### config.mk
export PLATFORM = sky130hd
export DESIGN_NAME = sha256_message_hash
export DESIGN_NICKNAME = d
export VERILOG_FILES = /design/src/hw/rtl/sha_pkg.sv /design/src/hw/rtl/sha_front.sv /design/src/hw/rtl/sha_back.sv /design/src/hw/rtl/sha256_message_hash.sv
export SDC_FILE = /design/constraint.sdc
export NUM_CORES = 2
export LEC_CHECK = 0
export BUFFER_PORTS_ARGS = -buffer_cell sky130_fd_sc_hd__buf_2
export CAP_MARGIN = 20
export CORE_MARGIN = 1
export CORE_UTILIZATION = 40
export CTS_CLUSTER_DIAMETER = 100
export DETAILED_ROUTE_END_ITERATION = 8
export GPL_TIMING_DRIVEN = 0
export SETUP_SLACK_MARGIN = 0.2
export SLEW_MARGIN = 5
export SYNTH_ARGS = -nofsm -noshare
export SYNTH_HDL_FRONTEND = slang
export SYNTH_SLANG_ARGS = --single-unit
### constraint.sdc
create_clock -name clk -period 7.5 [get_ports clk]
set_input_delay 0.375 -clock clk [delete_from_list [all_inputs] [get_ports clk]]
set_output_delay 0.375 -clock clk [all_outputs]
set_load 0.1 [all_outputs]
### src/hw/rtl/sha_pkg.sv
package sha_pkg;

	localparam int BlockBytes = 64;
	localparam int LengthPos  = 56;
	localparam logic [7:0] PadMark = 8'h80;

	localparam logic [1:0] KIND_BYTE = 2'd0;
	localparam logic [1:0] KIND_END  = 2'd1;
	localparam logic [1:0] KIND_BOTH = 2'd2;

	typedef struct packed {
		logic [1:0] kind;
		logic [7:0] data;
	} cmd_t;

	localparam logic [31:0] InitH [8] = '{
		32'h6a09e667, 32'hbb67ae85, 32'h3c6ef372, 32'ha54ff53a,
		32'h510e527f, 32'h9b05688c, 32'h1f83d9ab, 32'h5be0cd19
	};

	localparam logic [31:0] RoundK [64] = '{
		32'h428a2f98, 32'h71374491, 32'hb5c0fbcf, 32'he9b5dba5, 32'h3956c25b, 32'h59f111f1,
		32'h923f82a4, 32'hab1c5ed5, 32'hd807aa98, 32'h12835b01, 32'h243185be, 32'h550c7dc3,
		32'h72be5d74, 32'h80deb1fe, 32'h9bdc06a7, 32'hc19bf174, 32'he49b69c1, 32'hefbe4786,
		32'h0fc19dc6, 32'h240ca1cc, 32'h2de92c6f, 32'h4a7484aa, 32'h5cb0a9dc, 32'h76f988da,
		32'h983e5152, 32'ha831c66d, 32'hb00327c8, 32'hbf597fc7, 32'hc6e00bf3, 32'hd5a79147,
		32'h06ca6351, 32'h14292967, 32'h27b70a85, 32'h2e1b2138, 32'h4d2c6dfc, 32'h53380d13,
		32'h650a7354, 32'h766a0abb, 32'h81c2c92e, 32'h92722c85, 32'ha2bfe8a1, 32'ha81a664b,
		32'hc24b8b70, 32'hc76c51a3, 32'hd192e819, 32'hd6990624, 32'hf40e3585, 32'h106aa070,
		32'h19a4c116, 32'h1e376c08, 32'h2748774c, 32'h34b0bcb5, 32'h391c0cb3, 32'h4ed8aa4a,
		32'h5b9cca4f, 32'h682e6ff3, 32'h748f82ee, 32'h78a5636f, 32'h84c87814, 32'h8cc70208,
		32'h90befffa, 32'ha4506ceb, 32'hbef9a3f7, 32'hc67178f2
	};

	function automatic logic [31:0] rotr(input logic [31:0] v, input int n);
		rotr = (v >> n) | (v << (32 - n));
	endfunction

endpackage

### src/hw/rtl/sha_front.sv
module sha_front (
	input  logic           clk,
	input  logic           arst_n,
	input  logic           in_valid,
	output logic           in_ready,
	input  logic [7:0]     in_data,
	input  logic           in_present,
	input  logic           in_last,
	output logic           q_valid,
	input  logic           q_ready,
	output sha_pkg::cmd_t  q_cmd
);
	sha_pkg::cmd_t mem_q [4];
	logic [1:0] wp_q, rp_q;
	logic [2:0] cnt_q;
	logic push, pop;
	sha_pkg::cmd_t c;

	assign in_ready = (cnt_q != 3'd4);
	assign push = in_valid && in_ready && (in_present || in_last);
	assign pop = q_valid && q_ready;
	assign q_valid = (cnt_q != 3'd0);
	assign q_cmd = mem_q[rp_q];

	always_comb begin
		c.data = in_data;
		if (in_present && in_last) c.kind = sha_pkg::KIND_BOTH;
		else if (in_last) c.kind = sha_pkg::KIND_END;
		else c.kind = sha_pkg::KIND_BYTE;
	end

	always_ff @(posedge clk) begin
		if (push) mem_q[wp_q] <= c;
	end

	always_ff @(posedge clk or negedge arst_n) begin
		if (!arst_n) begin
			wp_q <= '0;
			rp_q <= '0;
			cnt_q <= '0;
		end else begin
			if (push) wp_q <= wp_q + 2'd1;
			if (pop) rp_q <= rp_q + 2'd1;
			cnt_q <= cnt_q + {2'b0, push} - {2'b0, pop};
		end
	end
endmodule

### src/hw/rtl/sha_back.sv
module sha_back (
	input  logic           clk,
	input  logic           arst_n,
	input  logic           q_valid,
	output logic           q_ready,
	input  sha_pkg::cmd_t  q_cmd,
	output logic           out_valid,
	input  logic           out_ready,
	output logic [31:0]    out_word,
	output logic [2:0]     out_index,
	output logic           out_last
);
	localparam logic [2:0] ST_IDLE = 3'd0;
	localparam logic [2:0] ST_PAD  = 3'd1;
	localparam logic [2:0] ST_COMP = 3'd2;
	localparam logic [2:0] ST_ADD  = 3'd3;
	localparam logic [2:0] ST_OUT  = 3'd4;
	localparam logic [2:0] ST_LOAD = 3'd5;

	logic [2:0]  state_q;
	logic [31:0] h_q [8];
	logic [31:0] s_q [8];
	logic [31:0] w_q [16];
	logic [31:0] blk_q [16];
	logic [5:0]  cnt_q;
	logic [63:0] bits_q;
	logic        fin_q, blk_rd_q;
	logic        final_q;
	logic [5:0]  rnd_q;
	logic [4:0]  ld_q;
	logic [31:0] rd_word_q;
	logic [2:0]  oi_q;

	logic        wr_en;
	logic [5:0]  wr_addr;
	logic [7:0]  wr_data;
	logic [31:0] wnew, t1, t2, wcur;

	assign q_ready = (state_q == ST_IDLE);
	assign out_valid = (state_q == ST_OUT);
	assign out_word = h_q[oi_q];
	assign out_index = oi_q;
	assign out_last = (oi_q == 3'd7);

	always_comb begin
		wr_en = 1'b0;
		wr_addr = cnt_q;
		wr_data = q_cmd.data;
		if (state_q == ST_IDLE && q_valid) begin
			wr_en = 1'b1;
			if (q_cmd.kind == sha_pkg::KIND_END) wr_data = sha_pkg::PadMark;
		end else if (state_q == ST_PAD) begin
			wr_en = 1'b1;
			if (fin_q) wr_data = sha_pkg::PadMark;
			else if (cnt_q >= 6'(sha_pkg::LengthPos) && !blk_rd_q)
				wr_data = bits_q[{~cnt_q[2:0], 3'b111} -: 8];
			else wr_data = 8'h00;
		end
	end

	always_ff @(posedge clk) begin
		if (wr_en) blk_q[wr_addr[5:2]][{~wr_addr[1:0], 3'b000} +: 8] <= wr_data;
		rd_word_q <= blk_q[ld_q[3:0]];
	end

	assign wcur = w_q[0];
	always_comb begin
		wnew = w_q[0] + (sha_pkg::rotr(w_q[1], 7) ^ sha_pkg::rotr(w_q[1], 18) ^ (w_q[1] >> 3))
			+ w_q[9] + (sha_pkg::rotr(w_q[14], 17) ^ sha_pkg::rotr(w_q[14], 19)
			^ (w_q[14] >> 10));
		t1 = s_q[7] + (sha_pkg::rotr(s_q[4], 6) ^ sha_pkg::rotr(s_q[4], 11)
			^ sha_pkg::rotr(s_q[4], 25)) + ((s_q[4] & s_q[5]) ^ (~s_q[4] & s_q[6]))
			+ sha_pkg::RoundK[rnd_q] + wcur;
		t2 = (sha_pkg::rotr(s_q[0], 2) ^ sha_pkg::rotr(s_q[0], 13) ^ sha_pkg::rotr(s_q[0], 22))
			+ ((s_q[0] & s_q[1]) ^ (s_q[0] & s_q[2]) ^ (s_q[1] & s_q[2]));
	end

	always_ff @(posedge clk) begin
		if (state_q == ST_LOAD && ld_q != 5'd0) w_q[4'(ld_q - 5'd1)] <= rd_word_q;
		if (state_q == ST_COMP) begin
			for (int i = 0; i < 15; i++) w_q[i] <= w_q[i + 1];
			w_q[15] <= wnew;
		end
		if (state_q == ST_LOAD) for (int i = 0; i < 8; i++) s_q[i] <= h_q[i];
		if (state_q == ST_COMP) begin
			s_q[7] <= s_q[6]; s_q[6] <= s_q[5]; s_q[5] <= s_q[4]; s_q[4] <= s_q[3] + t1;
			s_q[3] <= s_q[2]; s_q[2] <= s_q[1]; s_q[1] <= s_q[0]; s_q[0] <= t1 + t2;
		end
	end

	always_ff @(posedge clk or negedge arst_n) begin
		if (!arst_n) begin
			state_q <= ST_IDLE;
			for (int i = 0; i < 8; i++) h_q[i] <= sha_pkg::InitH[i];
			cnt_q <= '0;
			bits_q <= '0;
			fin_q <= 1'b0;
			blk_rd_q <= 1'b0;
			rnd_q <= '0;
			ld_q <= '0;
			oi_q <= '0;
		end else begin
			case (state_q)
				ST_IDLE: begin
					if (q_valid) begin
						cnt_q <= cnt_q + 6'd1;
						if (q_cmd.kind == sha_pkg::KIND_END) begin
							fin_q <= 1'b0;
							blk_rd_q <= (cnt_q >= 6'(sha_pkg::LengthPos));
							if (cnt_q == 6'd63) begin
								ld_q <= '0; state_q <= ST_LOAD;
							end else state_q <= ST_PAD;
						end else begin
							bits_q <= bits_q + 64'd8;
							fin_q <= (q_cmd.kind == sha_pkg::KIND_BOTH);
							blk_rd_q <= (q_cmd.kind == sha_pkg::KIND_BOTH)
								&& (cnt_q >= 6'(sha_pkg::LengthPos - 1)) && (cnt_q != 6'd63);
							if (cnt_q == 6'd63) begin
								ld_q <= '0; state_q <= ST_LOAD;
							end else if (q_cmd.kind == sha_pkg::KIND_BOTH) state_q <= ST_PAD;
						end
					end
				end
				ST_PAD: begin
					fin_q <= 1'b0;
					cnt_q <= cnt_q + 6'd1;
					if (cnt_q == 6'd63) begin
						ld_q <= '0; state_q <= ST_LOAD;
					end
				end
				ST_LOAD: begin
					ld_q <= ld_q + 5'd1;
					if (ld_q == 5'd16) begin
						rnd_q <= '0;
						state_q <= ST_COMP;
					end
				end
				ST_COMP: begin
					rnd_q <= rnd_q + 6'd1;
					if (rnd_q == 6'd63) state_q <= ST_ADD;
				end
				ST_ADD: begin
					for (int i = 0; i < 8; i++) h_q[i] <= h_q[i] + s_q[i];
					cnt_q <= '0;
					if (fin_q || blk_rd_q) begin
						blk_rd_q <= 1'b0;
						state_q <= ST_PAD;
					end else if (final_q) begin
						oi_q <= '0; state_q <= ST_OUT;
					end else state_q <= ST_IDLE;
				end
				ST_OUT: begin
					if (out_ready) begin
						oi_q <= oi_q + 3'd1;
						if (oi_q == 3'd7) begin
							for (int i = 0; i < 8; i++) h_q[i] <= sha_pkg::InitH[i];
							bits_q <= '0;
							cnt_q <= '0;
							state_q <= ST_IDLE;
						end
					end
				end
				default: state_q <= ST_IDLE;
			endcase
		end
	end

	always_ff @(posedge clk or negedge arst_n) begin
		if (!arst_n) begin
			final_q <= 1'b0;
		end else if (state_q == ST_IDLE && q_valid && q_cmd.kind != sha_pkg::KIND_BYTE) begin
			final_q <= 1'b1;
		end else if (state_q == ST_OUT && out_ready && oi_q == 3'd7) begin
			final_q <= 1'b0;
		end
	end
endmodule

### src/hw/rtl/sha256_message_hash.sv
// SHA-256 over a byte stream. A slave beat carries at most one message byte, flagged by
// s_tuser, and s_tlast ends the message; a beat with neither is dropped. Bytes go into the
// block buffer at one per cycle while the core is idle; each full 64-byte block then has its
// message words loaded, runs 64 rounds and is added into the hash, while the four-entry front
// queue keeps taking beats until it holds four. The final beat pads the block at one byte per cycle,
// so one or two more blocks are compressed, then the eight digest words leave on the master
// side, H0 first, with m_tlast on H7, and the next message starts from the initial values.
module sha256_message_hash (
	input  logic        clk,
	input  logic        arst_n,
	input  logic        s_tvalid,
	output logic        s_tready,
	input  logic [7:0]  s_tdata,  // data_byte[7:0]
	input  logic        s_tuser,  // byte_present
	input  logic        s_tlast,  // end_of_message
	output logic        m_tvalid,
	input  logic        m_tready,
	output logic [39:0] m_tdata,  // digest_word[31:0], word_index[34:32], zero fill
	output logic        m_tlast   // last_word
);
	logic          q_valid, q_ready;
	sha_pkg::cmd_t q_cmd;
	logic [31:0]   w;
	logic [2:0]    idx;

	sha_front u_front (
		.clk, .arst_n, .in_valid(s_tvalid), .in_ready(s_tready), .in_data(s_tdata),
		.in_present(s_tuser), .in_last(s_tlast), .q_valid, .q_ready, .q_cmd
	);
	sha_back u_back (
		.clk, .arst_n, .q_valid, .q_ready, .q_cmd, .out_valid(m_tvalid),
		.out_ready(m_tready), .out_word(w), .out_index(idx), .out_last(m_tlast)
	);
	assign m_tdata = {5'd0, idx, w};
endmodule

==> flow_summary.json <==
{
  "status": "finished with violations",
  "violations": "setup timing",
  "path_max_fanout": 8,
  "synth.avg_cell_area_um2": 11.7,
  "core_area_um2": 240000,
  "drtPass1Iterations": 6,
  "maxCapViolations": 0,
  "final_max_slew_viol_count": 0,
  "power.total_mw": 53.0,
  "io_buffers": 51,
  "grt_pass1_wl_um": 514000,
  "yosys-top-cells-area": "edfxtp_1, mux4_2, dfrtp_1, a21o_1, ha_1",
  "dp.cells": 11600,
  "worst-endpoint-arrival_ns": 8.91,
  "design.die.area_um2": 243000,
  "synth_ff_type": "edfxtp_1",
  "htreeDepth": 4,
  "synth_cells": 8287,
  "finalNonFillerCells": 12100,
  "root_buffer": "clkbuf_16",
  "synth_area_leader_cell": "edfxtp_1",
  "reg2reg_from": "u_back.rnd_q[0]$_DFFE_PN0P_",
  "slowest_stage": "mux4_2",
  "path_clk_slew_ns": 0.06,
  "cpMostUsedCell": "fa_2",
  "ios": 57,
  "p_leak_nw": 43.5,
  "start_util_pct": 40.2,
  "crit_type": "flop to flop",
  "ir_drop_v": 0.000442,
  "synth.distinct_cells": 108,
  "min_path_type": "input port to async pin",
  "synth-seq-cells": 1702,
  "num_rows": 180,
  "syn_to_final_growth_pct": 16.3,
  "hold_violations": 0,
  "wl_per_cell_um": 30.1,
  "grt_start_max_net_pins": 99,
  "nets": 9382,
  "finalWorstSetupSlack_ns": -0.818,
  "rr_worst_depth": 32,
  "post-route-period-util_pct": 111,
  "ant_nets": 0,
  "clockBufferDepth": 3,
  "start_kind": "flop",
  "tightest_slew_ns": 1.34,
  "grt_antenna_before_repair": 24,
  "cts.sinks": 1702,
  "timing.critical_path.to_type": "flop",
  "rsz0062_at_grt": "yes",
  "async_flop_share_pct": 20.6,
  "drtIter0Drc": 8197,
  "synth_edf_count": 1320,
  "seq_area_frac_synth_pct": 51.0,
  "cts_tree": "yes",
  "gp_congestion": 1.00,
  "drc_errors": 0,
  "critPathRequiredTime_ns": 8.10,
  "startpoint": "u_back.rnd_q[0]$_DFFE_PN0P_",
  "relSlewSlack_pct": 9.87,
  "synth_top_area_share_pct": 41.0,
  "dp_hpwl_um": 275000,
  "wl_um": 364000,
  "viasPerCell": 5.97,
  "overflow": 0,
  "hold_slack_ns": 0.0857,
  "cts_made_buffers": 188,
  "max_stage_delay_ns": 0.63,
  "setup_viol": 35,
  "powerDensity_nw_per_um2": 472,
  "fmaxAchievable_ghz": 0.120,
  "drive_above_1_share_pct": 16.0,
  "finalCriticalPeriod_ns": 8.32,
  "grt_pass1_vias": 69900,
  "clk-insertion-delay-late_ns": 0.89,
  "fp.dieH_um": 493,
  "synth-warning-count": 0,
  "syn_area_um2": 96600,
  "grt_usage_pct": 29.5,
  "vias": 72300,
  "finClkSkew_ns": 0.0730,
  "die_w_um": 493
}
==> cell families (layout without fill, tap and decap cells) <==
group | after synthesis | count (layout) | share of synthesized area [%]
and+or+nand+nor | 2076 | 2076 | 9.49
buffers and inverters | 802 | 1436 | 3.16
adders and majority gates | 633 | 633 | 9.66
DFF | 1702 | 1702 | 51.0
muxes | 333 | 333 | 6.78
xor gates and xnor gates | 633 | 633 | 5.76
other | 1 | 12 | 0.00388
AOI/OAI and AO/OA | 2107 | 2107 | 14.2
==> repair_timing <==
item,CTS,global route
gates resized for setup,449,123
hold endpoints to repair,106,0
setup endpoints to repair,56,44
setup buffers,100,30
hold buffers,14,0
pin swaps,156,96
==> cell usage after synthesis (168+ instances only) <==
| master | count |
|---|---|
| a21o_1 | 697 |
| a21oi_1 | 456 |
| clkbuf_1 | 418 |
| dfrtp_1 | 214 |
| edfxtp_1 | 1320 |
| fa_1 | 196 |
| ha_1 | 411 |
| inv_1 | 310 |
| mux4_2 | 253 |
| nand2_1 | 965 |
| nand3_1 | 168 |
| nor2_1 | 473 |
| o21ai_0 | 459 |
| xnor2_1 | 416 |
| xor2_1 | 216 |
==> layer usage <==
metal / track usage (%) / wire length, µm / vias to the layer above
li1: - / - / 31100
met1: 40.9 / 152000 / 36900
met2: 44.8 / 160000 / 3529
met3: 5.36 / 31200 / 738
met4: 14.1 / 20400 / 12
met5: 0 / 81 / -
==> cell usage in the layout (no fill, tap or decap), drive strengths merged, types with 115 or more instances in the layout <==
master  synthesis  routed
a21o          697     697
a21oi         458     458
buf            70     340
clkbuf        418     685
dfrtp         214     214
dfstp         136     136
edfxtp       1320    1320
fa            196     196
ha            411     411
inv           313     318
mux4          253     253
nand2         965     965
nand3         170     170
nor2          476     476
nor3          115     115
o21ai         477     477
xnor2         416     416
xor2          216     216
==> critical path, delay by kind of cell (launching register included) <==
family / cells / cell delay, ns
DFF: 1 / 0.50
muxes: 1 / 0.63
xor gates and xnor gates: 2 / 0.69
and+or+nand+nor: 4 / 0.51
buffers and inverters: 8 / 1.14
AOI/OAI and AO/OA: 10 / 1.95
adders and majority gates: 7 / 2.61
==> per-stage QoR <==
stage               setup slack, ns  setup TNS, ns  instance area [µm²]  util [%]
floorplan                   -0.0510        -0.0510                96800         -
global placement              -3.52       -1508.43               101000      42.0
detailed placement            -3.41        -104.57               102000      42.6
CTS                          -0.601          -7.56               111000      46.4
global route                 -0.967         -21.52               112000      46.7
finish                       -0.818         -16.48               112000      46.7
==> flip-flops by register name, indices dropped and copies added (netlist names), 6 cells and up <==
signal,flops
u_back.w_q,512
u_back.h_q,256
u_back.blk_q,512
u_front.mem_q,40
u_back.rnd_q,6
u_back.cnt_q,6
u_back.s_q,256
u_back.bits_q,61
u_back.rd_word_q,32
==> worst paths after layout <==
kind | to | slack, ns
hold / removal | u_back.h_q[76]$_DFFE_PN0P_ | 0.09
max in group asynchronous | u_back.rnd_q[1]$_DFFE_PN0P_ | 6.10
hold reg to reg | u_back.w_q[6][28]$_DFFE_PP_ | 0.49
setup reg to reg | u_back.s_q[2][28]$_DFFE_PP_ | -0.82
min in group clk | u_front.mem_q[3][3]$_DFFE_PP_ | 0.25
setup / recovery | u_back.s_q[2][28]$_DFFE_PP_ | -0.82
==> report_power, final <==
| part | switching, mW | internal (mW) | total (mW) |
|---|---|---|---|
| logic | 17.5 | 13.5 | 31.0 |
| registers | 0.693 | 11.9 | 12.6 |
| clock network | 4.16 | 5.25 | 9.41 |
| total | 22.4 | 30.7 | 53.0 |
==> area by class of cell <==
cell class / count / area (µm²)
multi-input combinational: 5787 / 46500
sequential: 1702 / 49200
fill: 21600 / 128000
timing repair buffer: 280 / 2830
inverter: 314 / 1220
clock inverter: 83 / 957
antenna: 7 / 17.5
tap: 3185 / 3990
clock buffer: 271 / 5270
buffer: 488 / 2250
Power figures use the tool's default switching activity.
